$ cat src/rtl/core/tdpt_pkg.sv
// Package for the trial-division prime test: widths, states and divider interface.
`timescale 1ns / 1ps

package tdpt_pkg;

  // Width at which the candidate is tested (8 to 64).
  localparam int VALUE_WIDTH = 32;
  // Widths of the candidate and echoed value ports.
  localparam int IN_W  = 32;
  localparam int OUT_W = 32;
  // Width that holds any port value or any tested value.
  localparam int EXT_W = 64;
  // Width of the divider step counter.
  localparam int CNT_W = $clog2(VALUE_WIDTH);

  typedef logic [VALUE_WIDTH-1:0] value_t;

  typedef enum logic [3:0] {
    S_IDLE  = 4'b0001,
    S_START = 4'b0010,
    S_WAIT  = 4'b0100,
    S_DONE  = 4'b1000
  } state_t;

  typedef struct packed {
    logic   start;
    value_t dividend;
    value_t divisor;
  } div_req_t;

  typedef struct packed {
    logic   done;
    value_t quotient;
    value_t remainder;
  } div_rsp_t;

endpackage

$ cat src/rtl/core/tdpt_divider.sv
// Restoring divider that produces one quotient bit per cycle.
`timescale 1ns / 1ps

module tdpt_divider (
  input  logic              clk,
  input  logic              rst,
  input  tdpt_pkg::div_req_t req,
  output tdpt_pkg::div_rsp_t rsp
);

  localparam int VW = tdpt_pkg::VALUE_WIDTH;

  logic                      busy;
  logic                      done;
  logic [tdpt_pkg::CNT_W-1:0] cnt;
  tdpt_pkg::value_t          rem;
  tdpt_pkg::value_t          quo;
  tdpt_pkg::value_t          dsr;

  logic [VW:0]      trial;
  logic [VW:0]      diff;
  logic             qbit;
  tdpt_pkg::value_t rem_next;

  // The dividend shifts out of quo from the top while quotient bits enter at the bottom.
  always_comb begin
    trial    = {rem, quo[VW-1]};
    diff     = trial - {1'b0, dsr};
    qbit     = ~diff[VW];
    rem_next = qbit ? diff[VW-1:0] : trial[VW-1:0];
  end

  always_ff @(posedge clk) begin
    if (rst) begin
      busy <= 1'b0;
      done <= 1'b0;
    end else begin
      done <= 1'b0;
      if (req.start) begin
        busy <= 1'b1;
      end else if (busy && (cnt == tdpt_pkg::CNT_W'(VW - 1))) begin
        busy <= 1'b0;
        done <= 1'b1;
      end
    end
  end

  always_ff @(posedge clk) begin
    if (req.start) begin
      cnt <= '0;
      rem <= '0;
      quo <= req.dividend;
      dsr <= req.divisor;
    end else if (busy) begin
      cnt <= cnt + tdpt_pkg::CNT_W'(1);
      rem <= rem_next;
      quo <= {quo[VW-2:0], qbit};
    end
  end

  assign rsp.done      = done;
  assign rsp.quotient  = quo;
  assign rsp.remainder = rem;

endmodule

$ cat src/rtl/core/trial_division_prime_test_unit.sv
// Top level of the trial-division prime test: sequencer, divider and output register.
`timescale 1ns / 1ps

// Usage:
// An item enters on in_valid/in_ready carrying candidate; the low VALUE_WIDTH bits
// are tested. Exactly one result leaves on out_valid/out_ready with tested_value
// (the tested value) and is_prime. The value 2 is prime, 0 and 1 are not.
// Even values and 0 to 2 are settled without a trial: idle goes straight to done.
// An odd value runs trials with divisors 3, 5, 7, ... on one shared restoring
// divider; each trial is a start step, one quotient bit per cycle, and a
// decision. A trial stops the test when the divisor exceeds the quotient (prime)
// or the remainder is zero (composite).
// One item is worked at a time: in_ready is high only while the sequencer is idle.
// A finished result sits in an output register; in_ready rises again as soon as it
// is loaded, so the next item starts while the result waits. If the receiver
// stalls and a second result is ready, the sequencer holds until the register
// frees. Reset (rst, synchronous) returns the sequencer to idle and drops out_valid.

module trial_division_prime_test_unit (
  input  logic                      clk,
  input  logic                      rst,
  input  logic                      in_valid,
  output logic                      in_ready,
  input  logic [tdpt_pkg::IN_W-1:0] candidate,
  output logic                      out_valid,
  input  logic                      out_ready,
  output logic [tdpt_pkg::OUT_W-1:0] tested_value,
  output logic                      is_prime
);

  localparam int VW = tdpt_pkg::VALUE_WIDTH;

  tdpt_pkg::state_t   state;
  tdpt_pkg::state_t   state_next;
  tdpt_pkg::value_t   value;
  tdpt_pkg::value_t   divisor;
  logic               verdict;
  tdpt_pkg::div_req_t req;
  tdpt_pkg::div_rsp_t rsp;

  logic [tdpt_pkg::EXT_W-1:0] cand_ext;
  logic [tdpt_pkg::EXT_W-1:0] value_ext;
  tdpt_pkg::value_t           in_value;
  logic                       accept;
  logic                       out_load;

  tdpt_divider u_divider (
    .clk (clk),
    .rst (rst),
    .req (req),
    .rsp (rsp)
  );

  always_comb begin
    cand_ext  = {{(tdpt_pkg::EXT_W - tdpt_pkg::IN_W){1'b0}}, candidate};
    in_value  = cand_ext[VW-1:0];
    value_ext = tdpt_pkg::EXT_W'(value);
    accept    = in_valid && in_ready;
    out_load  = (state == tdpt_pkg::S_DONE) && (!out_valid || out_ready);
  end

  assign in_ready     = (state == tdpt_pkg::S_IDLE);
  assign req.start    = (state == tdpt_pkg::S_START);
  assign req.dividend = value;
  assign req.divisor  = divisor;

  always_comb begin
    state_next = state;
    case (state)
      tdpt_pkg::S_IDLE: begin
        if (accept) begin
          // Zero, one, two and other even values need no trial.
          if (in_value[0] && (in_value != VW'(1))) begin
            state_next = tdpt_pkg::S_START;
          end else begin
            state_next = tdpt_pkg::S_DONE;
          end
        end
      end
      tdpt_pkg::S_START: begin
        state_next = tdpt_pkg::S_WAIT;
      end
      tdpt_pkg::S_WAIT: begin
        if (rsp.done) begin
          if ((divisor > rsp.quotient) || (rsp.remainder == '0)) begin
            state_next = tdpt_pkg::S_DONE;
          end else begin
            state_next = tdpt_pkg::S_START;
          end
        end
      end
      tdpt_pkg::S_DONE: begin
        if (out_load) begin
          state_next = tdpt_pkg::S_IDLE;
        end
      end
      default: begin
        state_next = tdpt_pkg::S_IDLE;
      end
    endcase
  end

  always_ff @(posedge clk) begin
    if (rst) begin
      state     <= tdpt_pkg::S_IDLE;
      out_valid <= 1'b0;
    end else begin
      state <= state_next;
      if (out_load) begin
        out_valid <= 1'b1;
      end else if (out_ready) begin
        out_valid <= 1'b0;
      end
    end
  end

  always_ff @(posedge clk) begin
    if (accept) begin
      value   <= in_value;
      divisor <= VW'(3);
      verdict <= (in_value == VW'(2));
    end
    if ((state == tdpt_pkg::S_WAIT) && rsp.done) begin
      // The bound is checked first: a divisor past the square root means prime.
      if (divisor > rsp.quotient) begin
        verdict <= 1'b1;
      end else if (rsp.remainder == '0) begin
        verdict <= 1'b0;
      end else begin
        divisor <= divisor + VW'(2);
      end
    end
    if (out_load) begin
      tested_value <= value_ext[tdpt_pkg::OUT_W-1:0];
      is_prime     <= verdict;
    end
  end

`ifndef SYNTH
  a_divisor_odd: assert property (@(posedge clk) disable iff (rst)
    (state == tdpt_pkg::S_WAIT) |-> (divisor[0] && (divisor >= VW'(3))))
    else $error("trial divisor is not an odd value of at least three");

  a_rem_below_divisor: assert property (@(posedge clk) disable iff (rst)
    ((state == tdpt_pkg::S_WAIT) && rsp.done) |-> (rsp.remainder < divisor))
    else $error("divider remainder is not below the divisor");

  a_zero_rem_composite: assert property (@(posedge clk) disable iff (rst)
    ((state == tdpt_pkg::S_WAIT) && rsp.done && (divisor <= rsp.quotient)
      && (rsp.remainder == '0)) |=> ((state == tdpt_pkg::S_DONE) && !verdict))
    else $error("exact division did not end the test as composite");

  a_load_from_done: assert property (@(posedge clk) disable iff (rst)
    $rose(out_valid) |-> $past(state == tdpt_pkg::S_DONE))
    else $error("result presented without a finished test");
`endif

endmodule

$ cat config.mk
export PLATFORM = sky130hd
export DESIGN_NAME = trial_division_prime_test_unit
export DESIGN_NICKNAME = d
export VERILOG_FILES = /design/src/rtl/core/tdpt_pkg.sv /design/src/rtl/core/tdpt_divider.sv /design/src/rtl/core/trial_division_prime_test_unit.sv
export SDC_FILE = /design/constraint.sdc
export NUM_CORES = 1
export LEC_CHECK = 0
export ABC_CLOCK_PERIOD_IN_PS = 7200
export BUFFER_PORTS_ARGS = -buffer_cell sky130_fd_sc_hd__buf_2
export CAP_MARGIN = 20
export CORE_MARGIN = 2
export CORE_UTILIZATION = 45
export DETAILED_ROUTE_END_ITERATION = 12
export GPL_ROUTABILITY_DRIVEN = 0
export HOLD_SLACK_MARGIN = 0.15
export PLACE_DENSITY = 0.72
export SYNTH_ARGS = -nofsm -noshare
export SYNTH_HDL_FRONTEND = slang
export SYNTH_HIERARCHICAL = 1
export SYNTH_SLANG_ARGS = --single-unit
$ cat constraint.sdc
create_clock -name clk -period 7.2 [get_ports clk]
set_input_delay 0.72 -clock clk [delete_from_list [all_inputs] [get_ports clk]]
set_output_delay 0.72 -clock clk [all_outputs]
set_load 0.02 [all_outputs]
## Word-level counts from Yosys, hierarchy flattened

Index checks and enable logic that the tools add are counted.

- Register bits: 206
- Bits of input ports: 36
- Output and inout port bits: 35
- Word-level logic and storage cells: 64

- Add/subtract/negate cells: 3
- $lt $le $gt $ge: 1
- Equality and inequality tests: 10
- Muxes and demuxes: 22
- Bitwise gates (word level): 1
- Reduce and logical (&&, ||, !) cells: 14

Operators by type and width:

| operator | number |
|---|---|
| $mux 32 | 7 |
| $sub 33x32->33 | 1 |
| $add 32x2->32 const B | 1 |
| $eq 32x2->1 const B | 1 |
| $gt 32x32->1 | 1 |
| $logic_not 32->1 | 1 |
| $ne 32x1->1 const B | 1 |
| $mux 4 | 5 |
| $pmux 4 s4 | 1 |
| $mux 1 | 9 |
| $reduce_bool 2->1 | 3 |
| $add 5x1->5 const B | 1 |
| $eq 5x5->1 const B | 1 |
| $logic_and 1x1->1 | 5 |
| $eq 4x1->1 const B | 1 |
| $eq 4x2->1 const B | 1 |
| $eq 4x3->1 const B | 1 |
| $eq 4x4->1 const B | 1 |
| $ne 2x1->1 const B | 2 |
| $reduce_and 3->1 | 1 |
| $logic_or 1x1->1 | 2 |
| $ne 2x2->1 const B | 1 |
| $reduce_or 2->1 | 1 |
| $logic_not 1->1 | 1 |
| $not 1->1 | 1 |

## Depth between registers and ports, before layout

Gate-level depths: netlist of run 1.

- Depth after elaboration: 6
- Mapped depth: 14
- Mapped depth without buffers: 12

## Hierarchy

Netlist of run 1, hierarchy kept.

By module, submodules not included:

| module | instances | cells each | area an instance (µm²) |
|---|---|---|---|
| tdpt_divider | 1 | 606 | 6013.3 |
| trial_division_prime_test_unit | 1 | 406 | 4780.8 |

## Worst setup path before layout of run 1

OpenSTA, ideal clock, no wires.

- Kind: reg-to-reg
- Start: register state[2]
- End: register u_divider.quo[0], enable pin
- Library setup time: 387 ps
- Arrival time: 5230 ps
- Data required time: 6813 ps
- Setup slack: 1583 ps
- Stages on the path, launching flop included: 6
- Buffers on the path: 2
- Period minus slack after synthesis: 5617 ps
- Cells stage by stage: dfxtp_1 > nor4b_1 > clkbuf_1 > nor2_1 > clkbuf_1 > inv_1

RTL lines:

| element | line | source |
|---|---|---|
| start: declaration | trial_division_prime_test_unit.sv:33 | `tdpt_pkg::state_t state;` |
| start signal: assignment | trial_division_prime_test_unit.sv:105 | `state <= tdpt_pkg::S_IDLE;` |
| start signal: assignment | trial_division_prime_test_unit.sv:108 | `state <= state_next;` |
| end signal: assignment | tdpt_divider.sv:52 | `quo <= req.dividend;` |
| end signal: assignment | tdpt_divider.sv:57 | `quo <= {quo[VW-2:0], qbit};` |
| end: declaration | tdpt_divider.sv:17 | `tdpt_pkg::value_t quo;` |

## Worst setup path in the final report of run 1

- Start: register u_divider.quo[31]
- End: register u_divider.rem[28]

- Longest elaborated chain between the ends: 2

Ends and longest elaborated chain:

| element | line | source |
|---|---|---|
| $sub 33x32->33 | tdpt_divider.sv:28 | `diff = trial - {1'b0, dsr};` |
| $mux 32 | tdpt_divider.sv:30 | `rem_next = qbit ? diff[VW-1:0] : trial[VW-1:0];` |
| end signal: assignment | tdpt_divider.sv:56 | `rem <= rem_next;` |
| end: declaration | tdpt_divider.sv:16 | `tdpt_pkg::value_t rem;` |

Every way passes these cells.
A chain may end at the register's enable or synchronous reset.

==> results of run 1 <==
==> where the power goes <==
group          switching (mW)  internal [mW]  leakage, nW
clock network           0.428          0.610        0.319
registers               0.141           1.40         1.83
logic                   0.837          0.541         2.76
total                    1.41           2.55         4.91
==> per-stage QoR <==
| step | instance area [um2] | setup slack, ns |
|---|---|---|
| 5_1_grt | 12090 | 3.219 |
| 2_1_floorplan | 10790 | 1.583 |
| 3_3_place_gp | 11390 | 3.603 |
| 3_5_place_dp | 11420 | 3.579 |
| 4_1_cts | 12070 | 3.542 |
| 6_report | 12090 | 3.506 |
==> synthesized netlist by cell type (15+ instances only) <==
cell type    n  share of area (%)
o21ai_0     26                1.2
nand3_1     37                1.7
a21o_1      22                1.5
nand4_1     54                3.1
xor2_1      15                1.2
edfxtp_1   130                 36
a21oi_1     53                2.5
mux2i_1     28                2.6
nor4_1      17               0.99
a311oi_1    17                1.4
inv_1       75                2.6
o21ai_1     16               0.74
xnor2_1     16                1.3
mux2_2      31                3.2
dfxtp_1     76                 14
ha_1        67                7.8
nor2_1      52                1.8
nand2_1     81                2.8
clkbuf_1    29                1.0
==> critical path, stage by stage (launching register included) <==
cell and delay [ns]:
edfxtp_1 0.37, inv_1 0.06, ha_1 0.22, fa_1 0.38
nand2b_1 0.19, a21o_1 0.20, a31oi_2 0.28, a41o_1 0.32
o21bai_2 0.13, nor4_4 0.45, o21ba_2 0.47, o21ai_0 0.17
a311oi_1 0.33
==> layer usage <==
| layer | GRT usage (%) | routed length (um) | vias up |
|---|---|---|---|
| met1 | 24.89 | 10720 | 3750 |
| met2 | 31.52 | 11540 | 220 |
| met4 | 4.587 | 403 | 0 |
| met3 | 2.586 | 1254 | 28 |
| li1 | - | - | 3900 |
| met5 | 0 | 0 | - |
==> state kept, by name, summed over array words and instances, names as in the netlist <==
name / flops
tested_value: 32
u_divider/quo: 32
u_divider/dsr: 32
is_prime: 1
u_divider/done: 1
state: 4
u_divider/busy: 1
verdict: 1
out_valid: 1
u_divider/cnt: 5
divisor: 32
value: 32
u_divider/rem: 32
==> how the worst max path moves through the flow <==
stage,to,depth (start not counted),slack (ns),startpoint
after floorplan,u_divider/quo[0],5,1.58,state[2]
after global placement,u_divider/rem[16],10,3.60,u_divider/rem[18]
after detailed placement,u_divider/rem[29],12,3.58,u_divider/quo[31]
after CTS,u_divider/rem[28],12,3.54,u_divider/quo[31]
after global routing,u_divider/rem[29],12,3.22,u_divider/quo[31]
final,u_divider/rem[28],12,3.51,u_divider/quo[31]
==> area by class of cell <==
cell class                      instances  area [um2]  area share [%]
Clock inverter                         10       100.1          0.8276
Clock buffer                           27       548.0           4.531
Tap cell                              319       399.1           3.300
Inverter                               75       281.5           2.328
Sequential cell                       206        5425           44.86
Timing Repair Buffer                   81       473.0           3.911
Multi-Input combinational cell        684        4867           40.24
==> cell families (layout without fill, tap and decap cells) <==
family | after synthesis | after routing
compound gates | 201 | 201
buf+inv | 122 | 193
xor+xnor | 31 | 31
mux | 59 | 59
flops | 206 | 206
fa+ha+maj | 68 | 68
simple gates | 325 | 325
==> results.toml, run 1 <==
[outcome]
status = "finished clean"

[cells_and_area]
antenna_cells = 0
fin_nets = 1173
final_cells = 1402
layout_common_cells = "edfxtp_1 (130), nand2_1 (81), dfxtp_1 (76)"
utilization_pct = 51.37
drive_above_1_share_pct = 14.59
layout-area-overhead-vs-synth_pct = 12.04
fillers = 2104
mostFrequentLayoutCell = "edfxtp_1"

[min_path]
min-delay-start = "candidate[27]"
min_to = "value[27]"
min_path_cells = 1
hp-class = "primary input to flop"

[setup_path]
arrival_ns = 4.08
reg2reg_depth = 12
critPathLaunchType = "flop"
r2r-end = "u_divider/rem[28]"
cp-end-kind = "flop"
path_class = "flop to flop"
path_max_fanout = 19
cp.required_ns = 7.58
r2r_slack_ns = 3.51
reg2reg_from = "u_divider/quo[31]"

[clock_tree]
cts_made_buffers = 21
ctsHtreeMaxLevel = 1
path_clk_slew_ns = 0.06
clk_latency_ns = 0.49
cts.repair.resized = 0
root_buffer = "clkbuf_16"
postCtsSetupRepairBufs = 0
cts_buffer_depth = 3
cts_tree = "done"
clock_sinks = 206
ctsHoldBuffers = 0

[floorplan]
fp.dieH_um = 158.9
die_area_um2 = 25240
core_area_um2 = 23540
initial_core_util_pct = 45.85
die_w_um = 158.9
ios = 71
num_rows = 56

[route]
routed_wl_um = 23930
post_drt_via_cell_ratio = 5.633
wl_per_cell_um = 17.07
drt_drc_violations_left = 0
via_count = 7898
first_iter_violations = 662
antenna_left = 0
drt-pass1-iter-count = 5

[yosys]
synth-seq-area-share_pct = 50.26
ys_types = 71
synth_async_sr_flop_share_pct = 0
synth_fa_ha_area_share_pct = 7.952
synth_xor_area_share_pct = 2.515
synth_edf_count = 130
synth_compound_area_share_pct = 12.46
synth_seq_cells = 206
syn-cell-area_um2 = 10790
syn_inst = 1012
syn_nets = 1116
synth-simple-area-share_pct = 16.22
synth_warnings = 6
ys.flop_type = "edfxtp_1"
postSynthAreaPerCell_um2 = 10.67
synth_top_family_by_area = "simple AND/OR/NAND/NOR gates"
synth_mux_area_share_pct = 5.831

[grt]
grt_max_degree = 53
antenna_found_initial = 0
overflow = 0
grt_pass1_wl_um = 38390
grt_usage_pct = 18.47
grt_pass1_vias = 7512

[place]
dpl.hpwl_um = 17020
port_buffers = 70
dp_cells = 1364

[job]
max_cap_viol_count = 0

[timing]
setup-violations-final = 0
grt_setup_unrepaired = "no"
setup_tns_ns = 0
final_max_slew_viol_count = 0
relSlewSlack_pct = 25.53
period_share_pct = 51.31
fin_skew_ns = 0.008528
max_freq_ghz = 0.2707
fin_hold_ws_ns = 0.4238
min_period_ns = 3.694
tightest_slew_ns = 1.113
hold_violations = 0

[pwr]
p_per_area_nw_per_um2 = 326.8
ir_drop_mv = 0.2154
total_power_mw = 3.953
p_leak_nw = 4.907
Note: power is estimated with default switching activity, not from simulation.
==> inputs of run 2 (changes only) <==
--- a/config.mk
+++ b/config.mk
@@ -5,7 +5,8 @@
 export SDC_FILE = /design/constraint.sdc
 export NUM_CORES = 1
 export LEC_CHECK = 0
-export ABC_CLOCK_PERIOD_IN_PS = 7200
+export ABC_AREA = 1
+export ABC_CLOCK_PERIOD_IN_PS = 3150
 export BUFFER_PORTS_ARGS = -buffer_cell sky130_fd_sc_hd__buf_2
 export CAP_MARGIN = 20
 export CORE_MARGIN = 2
@@ -13,7 +14,7 @@
 export DETAILED_ROUTE_END_ITERATION = 12
 export GPL_ROUTABILITY_DRIVEN = 0
 export HOLD_SLACK_MARGIN = 0.15
-export PLACE_DENSITY = 0.72
+export PLACE_DENSITY = 0.74
 export SYNTH_ARGS = -nofsm -noshare
 export SYNTH_HDL_FRONTEND = slang
 export SYNTH_HIERARCHICAL = 1
==> constraint.sdc (replaced) <==
create_clock -name clk -period 3.15 [get_ports clk]
set_input_delay 0.315 -clock clk [delete_from_list [all_inputs] [get_ports clk]]
set_output_delay 0.315 -clock clk [all_outputs]
set_load 0.02 [all_outputs]
==> results.toml, run 2 <==
[job]
max_cap_viol_count = 0

[pwr]
p_sw_mw = 2.938
swShare_pct = 34.76
ir_drop_mv = 0.5278
total_power_mw = 8.451
seqPwrFrac_pct = 41.5
pwr-share-comb_pct = 28.6
p_per_area_nw_per_um2 = 603.9
internal-power_mw = 5.513
p_leak_nw = 6.854
clkPwrFrac_pct = 29.9

[clock_tree]
cts.repair.resized = 0
clk_latency_ns = 0.50
cts_tree = "done"
ctsHtreeMaxLevel = 1
root_buffer = "clkbuf_16"
cts_made_buffers = 21
cts_buffer_depth = 3
path_clk_slew_ns = 0.06
postCtsSetupRepairBufs = 0
clock_sinks = 206

[floorplan]
fp.dieH_um = 168.7
die_w_um = 168.7
core_area_um2 = 26800
die_area_um2 = 28460
initial_core_util_pct = 45.54
ios = 71
num_rows = 60

[route]
via_count = 10407
first_iter_violations = 719
wl_per_cell_um = 13.76
drt_drc_violations_left = 0
post_drt_via_cell_ratio = 4.994
antenna_left = 0
drt-pass1-iter-count = 5
routed_wl_um = 28680

[timing]
max_freq_ghz = 0.3719
tightest_slew_ns = 0.7237
grt_setup_unrepaired = "no"
min_period_ns = 2.689
fin_hold_ws_ns = 0.4491
final_max_slew_viol_count = 0
setup_tns_ns = 0
fin_skew_ns = 0.008478
fin_ws_ns = 0.4611
relSlewSlack_pct = 51.70
period_share_pct = 85.36
hold_violations = 0
setup-violations-final = 0

[grt]
overflow = 0
antenna_found_initial = 0
grt_usage_pct = 20.23
grt_pass1_wl_um = 47130
grt_max_degree = 39
grt_pass1_vias = 9848

[place]
port_buffers = 70
dpl.hpwl_um = 20970
dpl_cell_area_um2 = 12940
dp_slack_ns = 0.4833
dp_cells = 2012

[yosys]
synth-seq-area-share_pct = 44.45
synth_async_sr_flop_share_pct = 0
synth_warnings = 6
yosys-top-cells-area = "edfxtp_1 (32%), nand2_1 (18%), dfxtp_1 (12%)"
postSynthAreaPerCell_um2 = 7.567
synth.top_cells.by_count = "nand2_1 (600), inv_1 (288), edfxtp_1 (130)"
syn-cell-area_um2 = 12210
syn_nets = 1717
yosysMostFrequentCell = "nand2_1"
synth_top_area_share_pct = 31.98
synth_edf_count = 130
ys_types = 51
ys.flop_type = "edfxtp_1"
syn_inst = 1613
synth_top_cell_by_area = "edfxtp_1"
synth_seq_cells = 206

[cells_and_area]
layout-area-overhead-vs-synth_pct = 14.66
final_cells = 2084
drive_above_1_share_pct = 9.581
mostFrequentLayoutCell = "nand2_1"
stdcell_area_um2 = 13990
antenna_cells = 0
fin_nets = 1833
layout_common_cells = "nand2_1 (600), inv_1 (287), edfxtp_1 (130)"
utilization_pct = 52.22

[outcome]
status = "finished clean"

[setup_path]
cp_cell_sequence = "inv_1 -> ha_1 -> fa_1 -> inv_1 -> nand2_1 -> nand2_1 -> nand3_1 -> nand2_1 -> nand2_1 -> nand2_2 -> nand2_4 -> nand2_4 -> nand2_2 -> nand2_4 -> o21ai_0"
slowest_delay_ns = 0.42
crit_slowest_cell = "fa_1"
cp-end-kind = "flop"
cp.required_ns = 3.38
path_max_fanout = 33
path_class = "flop to flop"
r2r_slack_ns = 0.46
timing.critical_path.mode_cell = "nand2_1"
arrival_ns = 2.92
critPathLaunchType = "flop"

[min_path]
hp-class = "flop to flop"
-- run 2: changes by cell type after synthesis, sizes merged, moves of 17 or more --
cell | before | now
nand2 | 81 | 613
nor2 | 52 | 106
a311oi | 17 | 0
mux2i | 28 | 0
nand4 | 54 | 27
a21o | 22 | 4
nand3 | 37 | 88
inv | 75 | 294
mux2 | 31 | 0
-- run 2: repair_timing --
| action | in CTS | in global routing |
|---|---|---|
| hold buffers | 35 | 0 |
| setup endpoints to repair | 0 | 0 |
| endpoints found under the hold margin | 39 | 0 |
-- run 2: worst paths after layout --
kind / from / endpoint / cells past startpoint
worst max-delay path: u_divider/quo[31] / u_divider/quo[0] / 15
worst min register to register: value[24] / tested_value[24] / 0
worst min-delay path: value[24] / tested_value[24] / 0
worst max register to register: u_divider/quo[31] / u_divider/quo[0] / 15
-- run 2: worst max-delay path: cells and delay by family (launching register included) --
family | cells | cell delay, ns
simple gates | 10 | 1.08
fa+ha+maj | 2 | 0.64
flops | 1 | 0.36
buf+inv | 2 | 0.18
compound gates | 1 | 0.13
-- run 2: power by group through the flow --
stage | clock [mW] | combinational (mW) | sequential [mW]
after floorplan | 0 | 1.82 | 3.53
after global placement | 0 | 2.30 | 3.54
after detailed placement | 0 | 2.35 | 3.56
after CTS | 2.56 | 2.39 | 3.50
after global routing | 2.68 | 2.68 | 3.55
final | 2.52 | 2.42 | 3.51
-- run 2: kinds of logic after synthesis --
logic type                 Yosys count  synth area share (%)
adders and majority gates           68                 7.032
xor gates and xnor gates            21                 1.507
DFF                                206                 44.45
and+or+nand+nor                    897                 31.86
buffers and inverters              321                 10.51
AOI/OAI and AO/OA                  100                 4.644
-- run 2: area by class of cell --
type / instances / area (um2)
clock buffer: 28 / 601.8
timing repair buffer: 119 / 805.8
clock inverter: 9 / 102.6
tap: 341 / 426.7
multi-input combinational: 1086 / 5518
inverter: 295 / 1115
sequential: 206 / 5425
fill: 2443 / 12810
-- run 2: metal layers --
layer | part of all wire (%) | up-vias | wire, um | track usage (%)
met2 | 46 | 319 | 13260 | 33.68
met3 | 5.9 | 58 | 1686 | 2.549
met1 | 45 | 4695 | 12780 | 27.05
met5 | 0 | - | 0 | 0
met4 | 3.3 | 0 | 942 | 7.684
li1 | - | 5335 | - | -
